<file path="config.mk">
export PLATFORM = sky130hd
export DESIGN_NAME = pacc_fifo
export DESIGN_NICKNAME = d
export VERILOG_FILES = /design/src/design/pacc_pkg.sv /design/src/design/pacc_fifo.sv
export SDC_FILE = /design/constraint.sdc
export NUM_CORES = 1
export LEC_CHECK = 0
export ABC_CLOCK_PERIOD_IN_PS = 2200
export BUFFER_PORTS_ARGS = -buffer_cell sky130_fd_sc_hd__buf_2
export CAP_MARGIN = 10
export CORE_MARGIN = 1
export CORE_UTILIZATION = 51
export DETAILED_ROUTE_END_ITERATION = 8
export GPL_ROUTABILITY_DRIVEN = 0
export PLACE_DENSITY = 0.72
export RECOVER_POWER = 100
export SLEW_MARGIN = 20
export SYNTH_ARGS = -nofsm -noshare
export SYNTH_HDL_FRONTEND = slang
export SYNTH_SLANG_ARGS = --single-unit
</file>
<file path="constraint.sdc">
create_clock -name i_clk -period 2.2 [get_ports i_clk]
set_input_delay 0.11 -clock i_clk [delete_from_list [all_inputs] [get_ports i_clk]]
set_output_delay 0.11 -clock i_clk [all_outputs]
set_load 0.01 [all_outputs]
</file>
<file path="src/design/pacc_pkg.sv">
// Shared types and constants for the pedal assist current calculator.
package pacc_pkg;

    // Fixed arithmetic constants.
    localparam logic [18:0] TWO_PI_Q16    = 19'd411775;
    localparam logic [8:0]  RIDER_CAP     = 9'd500;
    localparam logic [16:0] FACTOR_MAX    = 17'd16384;
    localparam logic [12:0] RPM_THRESHOLD = 13'd10;
    localparam logic [25:0] MA_PER_W_HI   = 26'd61440000;
    localparam logic [13:0] MA_PER_W_LO   = 14'd10000;

    // Quotient width of both divider pipelines.
    localparam int QUO_W = 16;

    // Queue between the front and the back.
    localparam int QUEUE_DEPTH = 4;
    localparam int QPTR_W      = $clog2(QUEUE_DEPTH);
    localparam int QCNT_W      = $clog2(QUEUE_DEPTH + 1);

    // Configuration register indexes.
    typedef enum logic [2:0] {
        CFG_SPEED_POINTS = 3'd0,
        CFG_ASSIST_ROW   = 3'd1,
        CFG_MAX_POWER    = 3'd2,
        CFG_TORQUE_CONST = 3'd3,
        CFG_BATT_VOLTAGE = 3'd4,
        CFG_MAX_CURRENT  = 3'd5,
        CFG_MIN_CURRENT  = 3'd6
    } t_cfg_idx;

    // Configuration register set.
    typedef struct packed {
        logic [63:0] speed_points;
        logic [63:0] assist_row;
        logic [11:0] max_power;
        logic [12:0] torque_constant;
        logic [9:0]  battery_voltage;
        logic [15:0] max_current;
        logic [15:0] min_current;
    } t_cfg;

    // One classified sample handed from the front to the back.
    typedef struct packed {
        logic [14:0] factor;
        logic [8:0]  rider;
        logic [12:0] rpm;
    } t_item;

endpackage

</file>
<file path="src/design/pacc_fifo.sv">
// Short queue between the front and the back.
module pacc_fifo
    import pacc_pkg::*;
(
    input  logic  i_clk,
    input  logic  i_rst_n,
    input  logic  i_push,
    input  t_item i_item,
    input  logic  i_pop,
    output logic  o_full,
    output logic  o_valid,
    output t_item o_item
);

    t_item             r_mem [QUEUE_DEPTH];
    logic [QPTR_W-1:0] r_wr;
    logic [QPTR_W-1:0] r_rd;
    logic [QCNT_W-1:0] r_cnt;

    assign o_full  = r_cnt == QCNT_W'(QUEUE_DEPTH);
    assign o_valid = r_cnt != '0;
    assign o_item  = r_mem[r_rd];

    // Pointers and fill count.
    always_ff @(posedge i_clk) begin
        if (!i_rst_n) begin
            r_wr  <= '0;
            r_rd  <= '0;
            r_cnt <= '0;
        end else begin
            if (i_push) begin
                r_wr <= QPTR_W'(r_wr + 1'b1);
            end
            if (i_pop) begin
                r_rd <= QPTR_W'(r_rd + 1'b1);
            end
            if (i_push && !i_pop) begin
                r_cnt <= QCNT_W'(r_cnt + 1'b1);
            end else if (i_pop && !i_push) begin
                r_cnt <= QCNT_W'(r_cnt - 1'b1);
            end
        end
    end

    // Entry storage.
    always_ff @(posedge i_clk) begin
        if (i_push) begin
            r_mem[r_wr] <= i_item;
        end
    end

endmodule

</file>
-- After elaboration in Yosys (flattened, before gate mapping)
Memories as Yosys holds them, arrays and structs flattened. A register that Yosys moved wholly into a read port is not among the register bits.
Index checks and enable logic that the tools add are counted.
- add/sub/neg operators: 4
- eq/ne operators: 1
- mux-type cells: 6
- reduce and logical (&&, ||, !) cells: 6
- operators with widths (cell ; count):
    $mux 3 ; 2
    $add 2x1->2 const B ; 2
    $mux 2 ; 2
    $add 3x1->3 const B ; 1
    $eq 3x3->1 const B ; 1
    $reduce_bool 3->1 ; 1
    $sub 3x1->3 const B ; 1
    $logic_and 1x1->1 ; 2
    $logic_not 1->1 ; 2
    $mux 1 ; 2
    $reduce_bool 2->1 ; 1
- bits in registers: 7
- memory bits (writable): 148
- input bits: 41
- output and inout bits: 39
- logic and storage cells: 21
- memories: 1
- memory list (memory ; depth ; bits a word ; read ports ; clocked after Yosys merged registers in ; write ports ; line ; text):
    r_mem ; 4 ; 37 ; 1 ; 1 ; 1 ; pacc_fifo.sv:15 ; t_item r_mem [QUEUE_DEPTH];

-- Longest topological paths before layout
- depth in word-level cells: 4
- gate-level depth with buffers: 7
- mapped depth without buffers: 7

-- Worst setup path after synthesis
OpenSTA, ideal clock, no wires.
- path kind: register to register
- start point: register r_wr[0]
- end point: memory r_mem[2][0] (netlist bit), enable pin
- library setup time: 0.398 ns
- arrival: 1.442 ns
- required time: 1.802 ns
- slack: 0.360 ns
- cell stages (with the launch flop): 4
- path buffers: 0
- period minus slack after synthesis: 1.840 ns
- path through: dfxtp_1 -> inv_1 -> ha_1 -> and2_1
- RTL lines (what ; line ; text):
    from (decl) ; pacc_fifo.sv:16 ; logic [QPTR_W-1:0] r_wr;
    from (signal assigned) ; pacc_fifo.sv:32 ; r_wr <= QPTR_W'(r_wr + 1'b1);
    to (decl) ; pacc_fifo.sv:15 ;
Straight into the memory's write port.

==> reports/results.ini <==
[critical_path]
crit_chain=buf_12, mux4_1, clkbuf_1
crit_path_max_incr_delay_ns=0.65
critical_path_class=reg -> out
crit_buf_inv=2
worstPathRequired_ns=2.09
start_kind=flip-flop
critPathArrivalTime_ns=1.95
crit_path_end_kind=primary output
path_max_fanout=34
crit_family=multiplexers
cpMaxStageDelayCell=mux4_1

[routing]
routed_via_density=5.28
drtIter0Drc=112
drt_wl_total_um=9910
num_vias=2766
drtAntennaViolNets=0
detail_route.first_pass.iterations=4
wl_per_cell_um=18.9
drc_errors=0

[sta]
tns_ns=0
finalCriticalPeriod_ns=2.06
skew_ns=0.00512
timing.slew.headroom=0.280
rsz0062_at_grt=no
setup_viol=0
worstMarginPinSlew_ns=1.08
drv_slew=0
fmax_mhz=484
hold_violations=0
fin_crit_sh=0.938

[logic_synthesis]
yosysSeqAreaShare=0.792
synth.distinct_cells=21
ys_seq_elements=157
ys_warn_count=0
postSynthAreaPerCell_sq_um=24.8
synth_cells=236
syn_nets=283
synth_area_sq_um=5840

[cts]
clk_path_buf_depth=2
cts-resized-gates=0
cts.sinks=157
root_buffer=clkbuf_16
path_clk_slew_ns=0.06
htreeDepth=4
cts_buffers=17
clk_latency_ns=0.41
holdBufCountCts=38
postCtsSetupBuffers=0
cts_tree=yes

[floorplan]
rows=38
start_util=0.532
die_x_um=109
die_y_um=109
core_sq_um=11000
io_pins=80
die_area_sq_um=11900

[placement]
post-dp-hpwl_um=5660
io_buffers=79

[layout]
nets=418
syn_to_final_growth_pct=25.6
fillCellCount=778
diodes=0
drive_above_1_share=0.198
final_util=0.668

[grt]
grt_pass1_wl_um=15200
grt_pass1_vias=2867
grtUsageMet1=0.238
grt_use_total=0.185
grtUsageMet3=0.0640
antenna_found_initial=0
grt_max_degree=38
grt_overflow_total=0
met2_usage=0.291
grt.busiest_layer=met2

[pwr]
p_clk_frac=0.435
p_per_area_nw_per_um2=996
p_sw_mw=1.47
p_sw_frac=0.201
p_leak_nw=2.40
pwr-share-seq=0.477
peakVddDrop_uv=501
comb_power_share=0.088
p_int_mw=5.84

[worst_hold_path]
worstHoldPathType=in -> reg

[job]
maxCapViolCount=0

[status]
status=complete, no violations

-- cell families (layout without fill, tap and decap cells) --
logic type / Yosys count / count (layout) / share of synthesized area
flops: 157 / 157 / 0.792
mux: 39 / 39 / 0.151
simple gates: 15 / 15 / 0.0158
buf+inv: 12 / 160 / 0.0182
fa+ha+maj: 6 / 6 / 0.0141
xor+xnor: 5 / 5 / 0.00750
compound gates: 2 / 2 / 0.00214
-- stage by stage --
stage	hold slack, ns	cells	cell area [sq um]	power (mW)	worst slack [ns]
CTS	0.0560	524	7470	7.43	0.101
detailed placement	0.328	454	6430	4.19	0.397
global placement	0.322	454	6430	4.17	0.413
finish	0.0692	524	7340	7.31	0.136
global route	0.0770	524	7340	7.56	0.0448
floorplan	0.209	236	5840	3.94	0.360
-- cell usage in the layout, fill, tap and decap left out, types with 2 or more instances in the layout --
master         synthesis  final
dfxtp_1                9      7
clkbuf_8               0      3
clkbuf_2               1      4
ha_1                   5      5
mux4_1                 7      7
or3_1                  2      2
inv_1                  4      4
buf_2                  3      6
clkinvlp_4             0      4
and2_2                 0      2
and2_0                 0      6
clkbuf_16              0     17
buf_12                 3      2
xor2_1                 3      3
clkbuf_1               0     76
mux4_2                30     30
edfxtp_1             148    148
bufinv_16              0      5
dfxtp_2                0      2
nor2b_1                2      2
mux2i_1                2      2
dlygate4sd3_1          0     38
xnor2_1                2      2
-- final timing paths --
| check | start | to | slack, ns | depth (start not counted) |
|---|---|---|---|---|
| min reg2reg | r_cnt[2] | r_cnt[2] | 0.51 | 2 |
| max | flip-flop | o_item[34] | 0.14 | 3 |
| min | i_push | r_wr[1] | 0.07 | 3 |
| max reg2reg | r_wr[1] | r_mem[1][17] | 0.18 | 4 |
-- area by class of cell --
| type | instances | area (sq um) | area share |
|---|---|---|---|
| clock buffer | 22 | 474 | 0.0646 |
| clock inverter | 10 | 185 | 0.0252 |
| inverter | 4 | 15.0 | 0.00205 |
| multi-input combinational | 67 | 1110 | 0.152 |
| sequential | 157 | 4630 | 0.631 |
| tap | 140 | 175 | 0.0239 |
| timing repair buffer | 124 | 748 | 0.102 |
-- Yosys cell counts --
cell type | count | area (sq um)
o21ai_0 | 1 | 5.00
dfxtp_1 | 9 | 180
buf_2 | 3 | 15.0
buf_6 | 1 | 11.3
mux2i_1 | 2 | 20.0
xnor2_1 | 2 | 17.5
mux4_1 | 7 | 184
fa_1 | 1 | 20.0
clkbuf_2 | 1 | 5.00
xor2_1 | 3 | 26.3
buf_12 | 3 | 60.1
inv_1 | 4 | 15.0
nand2_1 | 1 | 3.75
and2_1 | 9 | 56.3
nor3b_1 | 1 | 7.51
a21boi_0 | 1 | 7.51
nor2b_1 | 2 | 12.5
ha_1 | 5 | 62.6
or3_1 | 2 | 12.5
edfxtp_1 | 148 | 4440
mux4_2 | 30 | 676
-- state kept, by name, summed over array words and instances (netlist names), named ones only --
signal,flops
r_rd,2
r_wr,2
r_mem,148
r_cnt,3
-- power groups by stage --
stage | combinational (mW) | clock (mW) | sequential, mW
after CTS | 0.698 | 3.24 | 3.49
after detailed placement | 0.639 | 0 | 3.55
after global routing | 0.708 | 3.35 | 3.50
final | 0.644 | 3.18 | 3.49
after global placement | 0.633 | 0 | 3.54
after floorplan | 0.415 | 0 | 3.52
-- tightest hold or removal path, stage by stage --
cell     delay [ns]
buf_2          0.15
mux2i_1        0.09
nor2b_1        0.09
-- per-layer routing --
metal	vias up	share of wire
li1	1264	-
met1	1400	0.43
met2	91	0.50
met3	11	0.059
met4	0	0.014
met5	-	0
Power figures use the tool's default switching activity.
