--- src/design/pacc_pkg.sv ---
// Shared types and constants for the pedal assist current calculator.
package pacc_pkg;

    // Fixed arithmetic constants.
    localparam logic [18:0] TWO_PI_Q16    = 19'd411775;
    localparam logic [8:0]  RIDER_CAP     = 9'd500;
    localparam logic [16:0] FACTOR_MAX    = 17'd16384;
    localparam logic [12:0] RPM_THRESHOLD = 13'd10;
    localparam logic [25:0] MA_PER_W_HI   = 26'd61440000;
    localparam logic [13:0] MA_PER_W_LO   = 14'd10000;

    // Quotient width of both divider pipelines.
    localparam int QUO_W = 16;

    // Queue between the front and the back.
    localparam int QUEUE_DEPTH = 4;
    localparam int QPTR_W      = $clog2(QUEUE_DEPTH);
    localparam int QCNT_W      = $clog2(QUEUE_DEPTH + 1);

    // Configuration register indexes.
    typedef enum logic [2:0] {
        CFG_SPEED_POINTS = 3'd0,
        CFG_ASSIST_ROW   = 3'd1,
        CFG_MAX_POWER    = 3'd2,
        CFG_TORQUE_CONST = 3'd3,
        CFG_BATT_VOLTAGE = 3'd4,
        CFG_MAX_CURRENT  = 3'd5,
        CFG_MIN_CURRENT  = 3'd6
    } t_cfg_idx;

    // Configuration register set.
    typedef struct packed {
        logic [63:0] speed_points;
        logic [63:0] assist_row;
        logic [11:0] max_power;
        logic [12:0] torque_constant;
        logic [9:0]  battery_voltage;
        logic [15:0] max_current;
        logic [15:0] min_current;
    } t_cfg;

    // One classified sample handed from the front to the back.
    typedef struct packed {
        logic [14:0] factor;
        logic [8:0]  rider;
        logic [12:0] rpm;
    } t_item;

endpackage

--- src/design/pacc_div.sv ---
// Pipelined restoring divider, one quotient bit per stage, with a side tag.
module pacc_div #(
    parameter int NUM_W = 27,
    parameter int DEN_W = 16,
    parameter int QW    = 16,
    parameter int TAG_W = 8
) (
    input  logic             i_clk,
    input  logic             i_rst_n,
    input  logic             i_en,
    input  logic             i_valid,
    input  logic [NUM_W-1:0] i_num,
    input  logic [DEN_W-1:0] i_den,
    input  logic [TAG_W-1:0] i_tag,
    output logic             o_valid,
    output logic [QW-1:0]    o_quo,
    output logic [TAG_W-1:0] o_tag
);

    logic [DEN_W-1:0] r_rem [QW];
    logic [QW-1:0]    r_dq  [QW];
    logic [DEN_W-1:0] r_den [QW];
    logic [TAG_W-1:0] r_tag [QW];
    logic             r_vld [QW];

    for (genvar g = 0; g < QW; g++) begin : g_stage
        logic [DEN_W-1:0] rem_in;
        logic [QW-1:0]    dq_in;
        logic [DEN_W-1:0] den_in;
        logic [TAG_W-1:0] tag_in;
        logic             vld_in;
        logic [DEN_W:0]   sh;
        logic             ge;
        logic [DEN_W-1:0] n_rem;

        // The first stage starts from the upper dividend bits; the quotient
        // is known to fit, so they stay below the divisor.
        if (g == 0) begin : g_first
            assign rem_in = DEN_W'(i_num >> QW);
            assign dq_in  = i_num[QW-1:0];
            assign den_in = i_den;
            assign tag_in = i_tag;
            assign vld_in = i_valid;
        end else begin : g_next
            assign rem_in = r_rem[g-1];
            assign dq_in  = r_dq[g-1];
            assign den_in = r_den[g-1];
            assign tag_in = r_tag[g-1];
            assign vld_in = r_vld[g-1];
        end

        // Bring down one bit, then trial subtract.
        assign sh    = {rem_in, dq_in[QW-1]};
        assign ge    = sh >= {1'b0, den_in};
        assign n_rem = ge ? DEN_W'(sh - {1'b0, den_in}) : sh[DEN_W-1:0];

        always_ff @(posedge i_clk) begin
            if (!i_rst_n) begin
                r_vld[g] <= 1'b0;
            end else if (i_en) begin
                r_vld[g] <= vld_in;
            end
        end

        always_ff @(posedge i_clk) begin
            if (i_en) begin
                r_rem[g] <= n_rem;
                r_dq[g]  <= {dq_in[QW-2:0], ge};
                r_den[g] <= den_in;
                r_tag[g] <= tag_in;
            end
        end
    end

    assign o_valid = r_vld[QW-1];
    assign o_quo   = r_dq[QW-1];
    assign o_tag   = r_tag[QW-1];

endmodule

--- src/design/pacc_front.sv ---
// Front: rider power and speed-indexed assist factor with interpolation.
module pacc_front
    import pacc_pkg::*;
#(
    parameter int NUM_POINTS = 4
) (
    input  logic        i_clk,
    input  logic        i_rst_n,
    input  t_cfg        i_cfg,
    input  logic        i_valid,
    output logic        o_stall,
    input  logic [15:0] i_torque,
    input  logic [11:0] i_cadence,
    input  logic [10:0] i_road_speed,
    input  logic        i_speed_valid,
    input  logic [12:0] i_motor_speed,
    output logic        o_push,
    output t_item       o_item,
    input  logic        i_full
);

    localparam int IDX_W = $clog2(NUM_POINTS);
    localparam int TAG_W = 9 + 16 + 1 + 1 + 13;

    logic en;

    logic [15:0] w_pt [NUM_POINTS];
    logic [15:0] w_af [NUM_POINTS];

    for (genvar g = 0; g < NUM_POINTS; g++) begin : g_unpack
        assign w_pt[g] = i_cfg.speed_points[16*g +: 16];
        assign w_af[g] = i_cfg.assist_row[16*g +: 16];
    end

    // Stage 1: interval search and interpolation operands.
    logic [15:0]      s16;
    logic             n_found;
    logic [IDX_W-1:0] n_lo;
    logic [IDX_W-1:0] n_hi;
    logic [15:0]      n_slo;
    logic [15:0]      n_shi;
    logic [15:0]      n_ahi;
    logic [15:0]      n_alo;
    logic             n_direct;
    logic [16:0]      n_delta;

    assign s16 = {5'd0, i_road_speed};

    always_comb begin
        n_found = 1'b0;
        n_lo    = '0;
        for (int i = 0; i < NUM_POINTS - 1; i++) begin
            if (!n_found && s16 >= w_pt[i] && s16 <= w_pt[i+1]) begin
                n_found = 1'b1;
                n_lo    = IDX_W'(i);
            end
        end
        n_hi  = n_found ? IDX_W'(n_lo + 1'b1) : IDX_W'(NUM_POINTS - 1);
        n_slo = w_pt[n_lo];
        n_shi = w_pt[n_hi];
        n_ahi = w_af[n_hi];
        if (!i_speed_valid || s16 <= w_pt[0]) begin
            n_direct = 1'b1;
            n_alo    = w_af[0];
        end else if (s16 >= w_pt[NUM_POINTS-1]) begin
            n_direct = 1'b1;
            n_alo    = w_af[NUM_POINTS-1];
        end else if (n_shi <= n_slo || s16 < n_slo) begin
            n_direct = 1'b1;
            n_alo    = w_af[n_lo];
        end else begin
            n_direct = 1'b0;
            n_alo    = w_af[n_lo];
        end
        n_delta = {1'b0, n_ahi} - {1'b0, n_alo};
    end

    logic        r_f1_vld;
    logic [27:0] r_f1_tc;
    logic [15:0] r_f1_alo;
    logic        r_f1_neg;
    logic        r_f1_direct;
    logic [10:0] r_f1_d;
    logic [15:0] r_f1_mag;
    logic [15:0] r_f1_w;
    logic [12:0] r_f1_rpm;

    always_ff @(posedge i_clk) begin
        if (!i_rst_n) begin
            r_f1_vld <= 1'b0;
        end else if (en) begin
            r_f1_vld <= i_valid;
        end
    end

    always_ff @(posedge i_clk) begin
        if (en) begin
            r_f1_tc     <= i_torque * i_cadence;
            r_f1_alo    <= n_alo;
            r_f1_neg    <= n_delta[16];
            r_f1_direct <= n_direct;
            r_f1_d      <= 11'(s16 - n_slo);
            r_f1_mag    <= n_delta[16] ? 16'(-n_delta) : n_delta[15:0];
            r_f1_w      <= n_shi - n_slo;
            r_f1_rpm    <= i_motor_speed;
        end
    end

    // Stage 2: rider power and interpolation product.
    logic [46:0] n_pw;
    logic [14:0] n_pw_w;

    assign n_pw   = r_f1_tc * TWO_PI_Q16;
    assign n_pw_w = n_pw[46:32];

    logic        r_f2_vld;
    logic [8:0]  r_f2_rider;
    logic [26:0] r_f2_prod;
    logic [15:0] r_f2_w;
    logic [15:0] r_f2_alo;
    logic        r_f2_neg;
    logic        r_f2_direct;
    logic [12:0] r_f2_rpm;

    always_ff @(posedge i_clk) begin
        if (!i_rst_n) begin
            r_f2_vld <= 1'b0;
        end else if (en) begin
            r_f2_vld <= r_f1_vld;
        end
    end

    always_ff @(posedge i_clk) begin
        if (en) begin
            r_f2_rider  <= (n_pw_w > 15'(RIDER_CAP)) ? RIDER_CAP : n_pw_w[8:0];
            r_f2_prod   <= r_f1_d * r_f1_mag;
            r_f2_w      <= r_f1_w;
            r_f2_alo    <= r_f1_alo;
            r_f2_neg    <= r_f1_neg;
            r_f2_direct <= r_f1_direct;
            r_f2_rpm    <= r_f1_rpm;
        end
    end

    // Divider pipeline for the interpolation step.
    logic             div_vld;
    logic [QUO_W-1:0] div_q;
    logic [TAG_W-1:0] div_tag;

    pacc_div #(
        .NUM_W (27),
        .DEN_W (16),
        .QW    (QUO_W),
        .TAG_W (TAG_W)
    ) u_div (
        .i_clk   (i_clk),
        .i_rst_n (i_rst_n),
        .i_en    (en),
        .i_valid (r_f2_vld),
        .i_num   (r_f2_prod),
        .i_den   (r_f2_w),
        .i_tag   ({r_f2_rider, r_f2_alo, r_f2_neg, r_f2_direct, r_f2_rpm}),
        .o_valid (div_vld),
        .o_quo   (div_q),
        .o_tag   (div_tag)
    );

    // Stage 3: combine, clamp to 0..4.0 and hold for the queue.
    logic [8:0]  t_rider;
    logic [15:0] t_alo;
    logic        t_neg;
    logic        t_direct;
    logic [12:0] t_rpm;
    logic [16:0] n_f;

    assign {t_rider, t_alo, t_neg, t_direct, t_rpm} = div_tag;

    always_comb begin
        if (t_direct) begin
            n_f = {1'b0, t_alo};
        end else if (t_neg) begin
            n_f = (div_q > t_alo) ? 17'd0 : {1'b0, t_alo - div_q};
        end else begin
            n_f = {1'b0, t_alo} + {1'b0, div_q};
        end
    end

    logic  r_f3_vld;
    t_item r_f3_item;

    always_ff @(posedge i_clk) begin
        if (!i_rst_n) begin
            r_f3_vld <= 1'b0;
        end else if (en) begin
            r_f3_vld <= div_vld;
        end
    end

    always_ff @(posedge i_clk) begin
        if (en) begin
            r_f3_item.factor <= (n_f > FACTOR_MAX) ? FACTOR_MAX[14:0] : n_f[14:0];
            r_f3_item.rider  <= t_rider;
            r_f3_item.rpm    <= t_rpm;
        end
    end

    // The front moves unless its finished beat cannot enter the queue.
    assign en      = !r_f3_vld || !i_full;
    assign o_stall = !en;
    assign o_push  = r_f3_vld && !i_full;
    assign o_item  = r_f3_item;

endmodule

--- config.mk ---
export PLATFORM = sky130hd
export DESIGN_NAME = pacc_front
export DESIGN_NICKNAME = d
export VERILOG_FILES = /design/src/design/pacc_pkg.sv /design/src/design/pacc_div.sv /design/src/design/pacc_front.sv
export SDC_FILE = /design/constraint.sdc
export NUM_CORES = 2
export LEC_CHECK = 0
export BUFFER_PORTS_ARGS = -buffer_cell sky130_fd_sc_hd__buf_2
export CAP_MARGIN = 40
export CORE_UTILIZATION = 40
export DETAILED_ROUTE_END_ITERATION = 7
export SLEW_MARGIN = 20
export SYNTH_ARGS = -nofsm -noshare
export SYNTH_HDL_FRONTEND = slang
export SYNTH_SLANG_ARGS = --single-unit
--- constraint.sdc ---
create_clock -name i_clk -period 137.5 [get_ports i_clk]
set_input_delay 27.5 -clock i_clk [delete_from_list [all_inputs] [get_ports i_clk]]
set_output_delay 27.5 -clock i_clk [all_outputs]
set_load 0.01 [all_outputs]
[Word-level counts from Yosys, hierarchy flattened]
Memories as Yosys holds them, arrays and structs flattened. A register that Yosys moved wholly into a read port is not among the register bits.
Cells that the tools add are included.
Storage, ports and cells
  register bits: 224
  latch bits: 0
  RAM bits: 1424
  bits in read-only memories: 0
  bits of input ports: 252
  memories: 5
Cells by class
  add/subtract/negate cells: 23
  multipliers: 3
  div/mod/pow operators: 0
  magnitude comparators: 31
  equal/unequal tests: 0
  shift-type cells: 0
  multiplexer cells: 62
  bitwise gates (word level): 18
  reduce and logical (&&, ||, !) cells: 17
Memory list
  u_div.r_tag: depth 16, width 40, read ports 16, clocked after Yosys merged registers in 0, write ports 16, RTL line pacc_div.sv:23  | logic [TAG_W-1:0] r_tag [QW];
  u_div.r_den: depth 16, width 16, read ports 15, clocked after Yosys merged registers in 0, write ports 16, RTL line pacc_div.sv:22  | logic [DEN_W-1:0] r_den [QW];
  u_div.r_dq: depth 16, width 16, read ports 16, clocked after Yosys merged registers in 0, write ports 16, RTL line pacc_div.sv:21  | logic [QW-1:0] r_dq [QW];
  u_div.r_rem: depth 16, width 16, read ports 15, clocked after Yosys merged registers in 0, write ports 16, RTL line pacc_div.sv:20  | logic [DEN_W-1:0] r_rem [QW];
  u_div.r_vld: depth 16, width 1, read ports 16, clocked after Yosys merged registers in 1, write ports 16, RTL line pacc_div.sv:24  | logic r_vld [QW];
Operators with widths (number)
  16-bit two-way mux: 28
  16-bit subtractor: 17
  17-bit by 16-bit >= comparator with 1-bit output: 15
  16-bit binary-select mux with 2-bit select: 4
  11-bit by 16-bit >= comparator with 1-bit output: 4
  11-bit by 16-bit less-or-equal comparator with 1-bit output: 4
  28-bit by 19-bit multiplier with 47-bit output, second input constant: 1
  17-bit two-way mux: 2
  16-bit by 12-bit multiplier with 28-bit output: 1
  11-bit by 16-bit multiplier with 27-bit output: 1
  1-bit two-way mux: 26
  16-bit by 16-bit adder with 17-bit output: 1
  17-bit by 15-bit > comparator with 1-bit output, second input constant: 1
  16-bit by 16-bit subtractor with 17-bit output: 1
  12-bit by 16-bit >= comparator with 1-bit output: 1
  16-bit > comparator: 1
  16-bit less-or-equal comparator: 1
  11-bit by 16-bit less-than comparator with 1-bit output: 1
  16-bit negator: 1
  1-bit bitwise OR: 16
  12-bit by 16-bit subtractor with 16-bit output: 1
  15-bit by 9-bit > comparator with 1-bit output, second input constant: 1
  11-bit subtractor: 1
  1-bit zero test: 7
  7 further kinds: 17

[Longest topological paths before layout]
  depth after elaboration: 20
  gate-level depth with buffers: 27
  mapped depth without buffers: 25

[Hierarchy]
A second synthesis with hierarchy kept.
Second synthesis, totals
  cell total of the unflattened synthesis: 6952
  area total of the unflattened synthesis: 89841.2 um2
By module, submodules not included
  pacc_div: instances 1, cells each 3484, area each 56440.4 um2, seq. area each 41790.1 um2
  pacc_front: instances 1, cells each 3468, area each 33400.8 um2, seq. area each 6726.5 um2

[Least setup slack after synthesis]
OpenSTA, ideal clock, no wires.
  kind: input -> register
  start point: input port i_full
  end point: memory u_div.r_vld[0], data pin
  setup time: 0.364 ns
  data arrival time: 73.918 ns
  setup slack: 63.218 ns
  stages on the path: 3
  buffers on the path: 1
  cell sequence: nand2_1 -> clkbuf_1 -> and3_1
RTL lines
  start: declaration: RTL line pacc_front.sv:19  | input logic i_full
  end: declaration: RTL line pacc_div.sv:24

[Worst setup path in the final report]
  start point: input port i_full
  end point: output port o_stall
Between the ends
  word-level cells in the longest chain between the ends: 3
RTL lines
  1-bit zero test: RTL line pacc_front.sv:208  | assign en = !r_f3_vld || !i_full;
  1-bit logical OR: RTL line pacc_front.sv:208
  1-bit zero test: RTL line pacc_front.sv:209  | assign o_stall = !en;
  end: declaration: RTL line pacc_front.sv:11  | output logic o_stall,
No other way between the ends.

==> results.sh <==
export IMPL_drt_iter0_markers=2678
export IMPL_crit_slowest_cell="nand2_4"
export IMPL_dieWidth_um=472
export IMPL_fin_crit_ns=55.98
export IMPL_grt_pass1_wl_mm=262
export IMPL_ys_types=88
export IMPL_postCtsHoldBufs=0
export IMPL_avgSynthCellArea_um2=13.0
export IMPL_design_core_area_um2=220000
export IMPL_synth_fp_nets=8221
export IMPL_hold_slack_ns=0.393
export IMPL_clockRootBuffer="clkbuf_16"
export IMPL_track_usage_pct=14.5
export IMPL_finalInstanceArea_um2=98900
export IMPL_die_h_um=472
export IMPL_drive_above_1_share_pct=9.68
export IMPL_final_core_util_pct=45.0
export IMPL_grt_antenna_before_repair=8
export IMPL_clk_pin_slew_worst_paths_ns=0.06
export IMPL_synthTopCellsByArea="edfxtp_1 55%, fa_1 11%, ha_1 9.5%, inv_1 4.4%, xnor2_1 2.0%"
export IMPL_clk_latency_ns=0.80
export IMPL_drt_wl_total_mm=162
export IMPL_vias_per_cell=4.90
export IMPL_grt_max_degree=191
export IMPL_worstPathCellList="buf_2 > nand2_4 > inv_1 > buf_2"
export IMPL_post_cts_repair_setup_buffers=0
export IMPL_finalHoldViolations=0
export IMPL_tightest_slew_ns=0.988
export IMPL_cts_htree_levels=4
export IMPL_wl_per_cell_um=15.8
export IMPL_synth_area_um2=88500
export IMPL_synthTopCellsByCount="1,613 x edfxtp_1, 1,032 x inv_1, 675 x ha_1"
export IMPL_start_util_pct=40.3
export IMPL_path_max_fanout=43
export IMPL_yosysMostFrequentCell="edfxtp_1"
export IMPL_rr_worst_depth=21
export IMPL_nNetsFinal=8518
export IMPL_syn2layout_area_growth_pct=11.7
export IMPL_r2r_end="r_f2_rider[2]"
export IMPL_first_global_vias=51100
export IMPL_synth_ff_type="edfxtp_1"
export IMPL_synth_warnings=0
export IMPL_hp_start="u_div.r_tag[2][30]"
export IMPL_fp_row_count=172
export IMPL_fin_crit_sh_pct=40.7
export IMPL_synth_seq_cells=1617
export IMPL_grt_overflow_total=0
export IMPL_ys_seq_area_share_pct=54.8
export IMPL_die_area_um2=223000
export IMPL_place_congestion=0.895
export IMPL_drc=0
export IMPL_max_freq_ghz=0.0179
export IMPL_fin_tns_setup_ns=0
export IMPL_dr_pass1_iters=8
export IMPL_cts_sinks=1617
export IMPL_cp_num_buf_inv=3
export IMPL_clock_skew_ns=0.0372
export IMPL_cp_common_cell="buf_2"
export IMPL_cts_tree="yes"
export IMPL_timing_max_cap_violations=0
export IMPL_postSynthCellCount=6820
export IMPL_cp_end_kind="output pin"
export IMPL_place_area_um2=93300
export IMPL_ctsResizeCount=0
export IMPL_hold_path_class="reg2reg"
export IMPL_synth_largest_area_cell="edfxtp_1"
export IMPL_ios=291
export IMPL_postRouteAntennaNets=0
export IMPL_slowest_delay_ns=0.40
export IMPL_min_to="u_div.r_tag[2][70]"
export IMPL_r2r_start="r_f1_tc[16]"
export IMPL_async_flop_share_pct=0
export IMPL_required_ns=110.00
export IMPL_crit_type="in2out"
export IMPL_slew_viol_final=0
export IMPL_cts_path_max_buffers=3
export IMPL_hpwl_mm=123
export IMPL_synth_edf_count=1613
export IMPL_cp_top_family="buffers and inverters"
export IMPL_numPortBuffers=223
export IMPL_min_path_cells=0
export IMPL_vias=50100
export IMPL_max_slew_margin_pct=34.1
export IMPL_numCtsBuffers=166
export IMPL_status="complete, no violations"
export IMPL_crit_arrival_ns=28.48
export IMPL_rsz0062_at_grt="no"
export IMPL_start_kind="input pin"
export IMPL_reg2reg_slack_ns=130.41
export IMPL_synth_top_area_share_pct=54.7
export IMPL_finalSetupViolCount=0
[sequential cells by signal, summed over array words and instances (netlist names), 16 cells and up]
signal,cells
r_f1_alo,16
o_item,37
r_f2_prod,27
u_div.r_vld,16
r_f1_mag,16
r_f2_alo,16
u_div.r_tag,640
u_div.r_den,240
r_f1_w,16
u_div.r_dq,256
r_f2_w,16
r_f1_tc,28
u_div.r_rem,240
[worst reg2reg max path, cell delays in order (launching register included)]
cell and delay (ns):
edfxtp_1 0.64, fa_1 0.60, fa_1 0.56, inv_1 0.05, fa_1 0.47, inv_1 0.04
ha_1 0.29, fa_1 0.54, inv_1 0.05, fa_1 0.47, inv_1 0.04, ha_1 0.32
a21oi_1 0.21, o211ai_1 0.20, a311oi_1 0.30, o211ai_1 0.28, a31oi_2 0.44, a21oi_1 0.14
nor3_1 0.18, o211ai_1 0.10, or3_1 0.53, or2_2 0.37
[cells by family (layout without fill, tap and decap cells)]
family	count (synthesis)	count (layout)	share of synthesized area [%]
AND/OR/NAND/NOR	1420	1420	7.69
flip-flops	1617	1617	54.8
other	0	5	0
buffers and inverters	1174	1607	5.01
multiplexers	136	136	1.69
XOR/XNOR	282	282	2.79
adder cells (fa/ha/maj)	1149	1149	20.3
AO/OA/AOI/OAI	1042	1042	7.74
[per-layer routing]
metal / up-vias / track usage [%] / part of all wire, %
met1: 24400 / 18.6 / 45
met5: - / 0 / 0.023
met3: 281 / 2.38 / 3.8
met4: 8 / 4.93 / 2.9
li1: 24500 / - / -
met2: 857 / 24.7 / 49
[cell type report]
class | instances | area, um2
Clock inverter | 96 | 1150
Inverter | 1032 | 3870
Tap cell | 2958 | 3700
Fill cell | 19700 | 121000
Timing Repair Buffer | 271 | 1730
Sequential cell | 1617 | 48500
Antenna cell | 5 | 12.5
Multi-Input combinational cell | 4029 | 35600
Clock buffer | 208 | 4310
[cells in the final DEF, fill, tap and decap left out, types with 32 or more instances in the layout]
master | synthesis | final
edfxtp_1 | 1613 | 1613
inv_1 | 1032 | 1032
ha_1 | 675 | 675
fa_1 | 474 | 474
nand2_1 | 456 | 455
nor2_1 | 347 | 347
a21oi_1 | 341 | 340
buf_2 | 10 | 223
xnor2_1 | 199 | 199
o21ai_0 | 166 | 166
clkbuf_16 | 0 | 166
and2_1 | 141 | 141
a21o_1 | 108 | 108
mux2_2 | 104 | 104
xor2_1 | 83 | 83
nor2b_1 | 68 | 68
nor3_1 | 64 | 64
nand3_1 | 63 | 63
nand4_1 | 60 | 60
nand2b_1 | 58 | 58
o21a_1 | 55 | 55
clkbuf_1 | 119 | 43
and3_1 | 41 | 41
a31oi_1 | 40 | 40
mux2i_1 | 32 | 32
[worst max-delay path by stage]
| stage | slack (ns) | depth (start not counted) | start | endpoint |
|---|---|---|---|---|
| 3_5_place_dp | 81.48 | 4 | i_full | o_stall |
| 6_report | 81.52 | 4 | i_full | o_stall |
| 4_1_cts | 81.46 | 4 | i_full | o_stall |
| 5_1_grt | 81.40 | 4 | i_full | o_stall |
| 3_3_place_gp | 81.49 | 4 | i_full | o_stall |
| 2_1_floorplan | 63.22 | 3 | i_full | u_div.r_vld[0] |
[per-stage QoR]
step | worst slack [ns] | instances
after floorplan | 63.22 | 6820
after global placement | 81.49 | 9887
after detailed placement | 81.48 | 9902
after CTS | 81.46 | 10200
after global routing | 81.40 | 10200
final | 81.52 | 10200
Power is not shown: default switching activity piles up to over one toggle a cycle in this logic, so the estimate is an artifact.
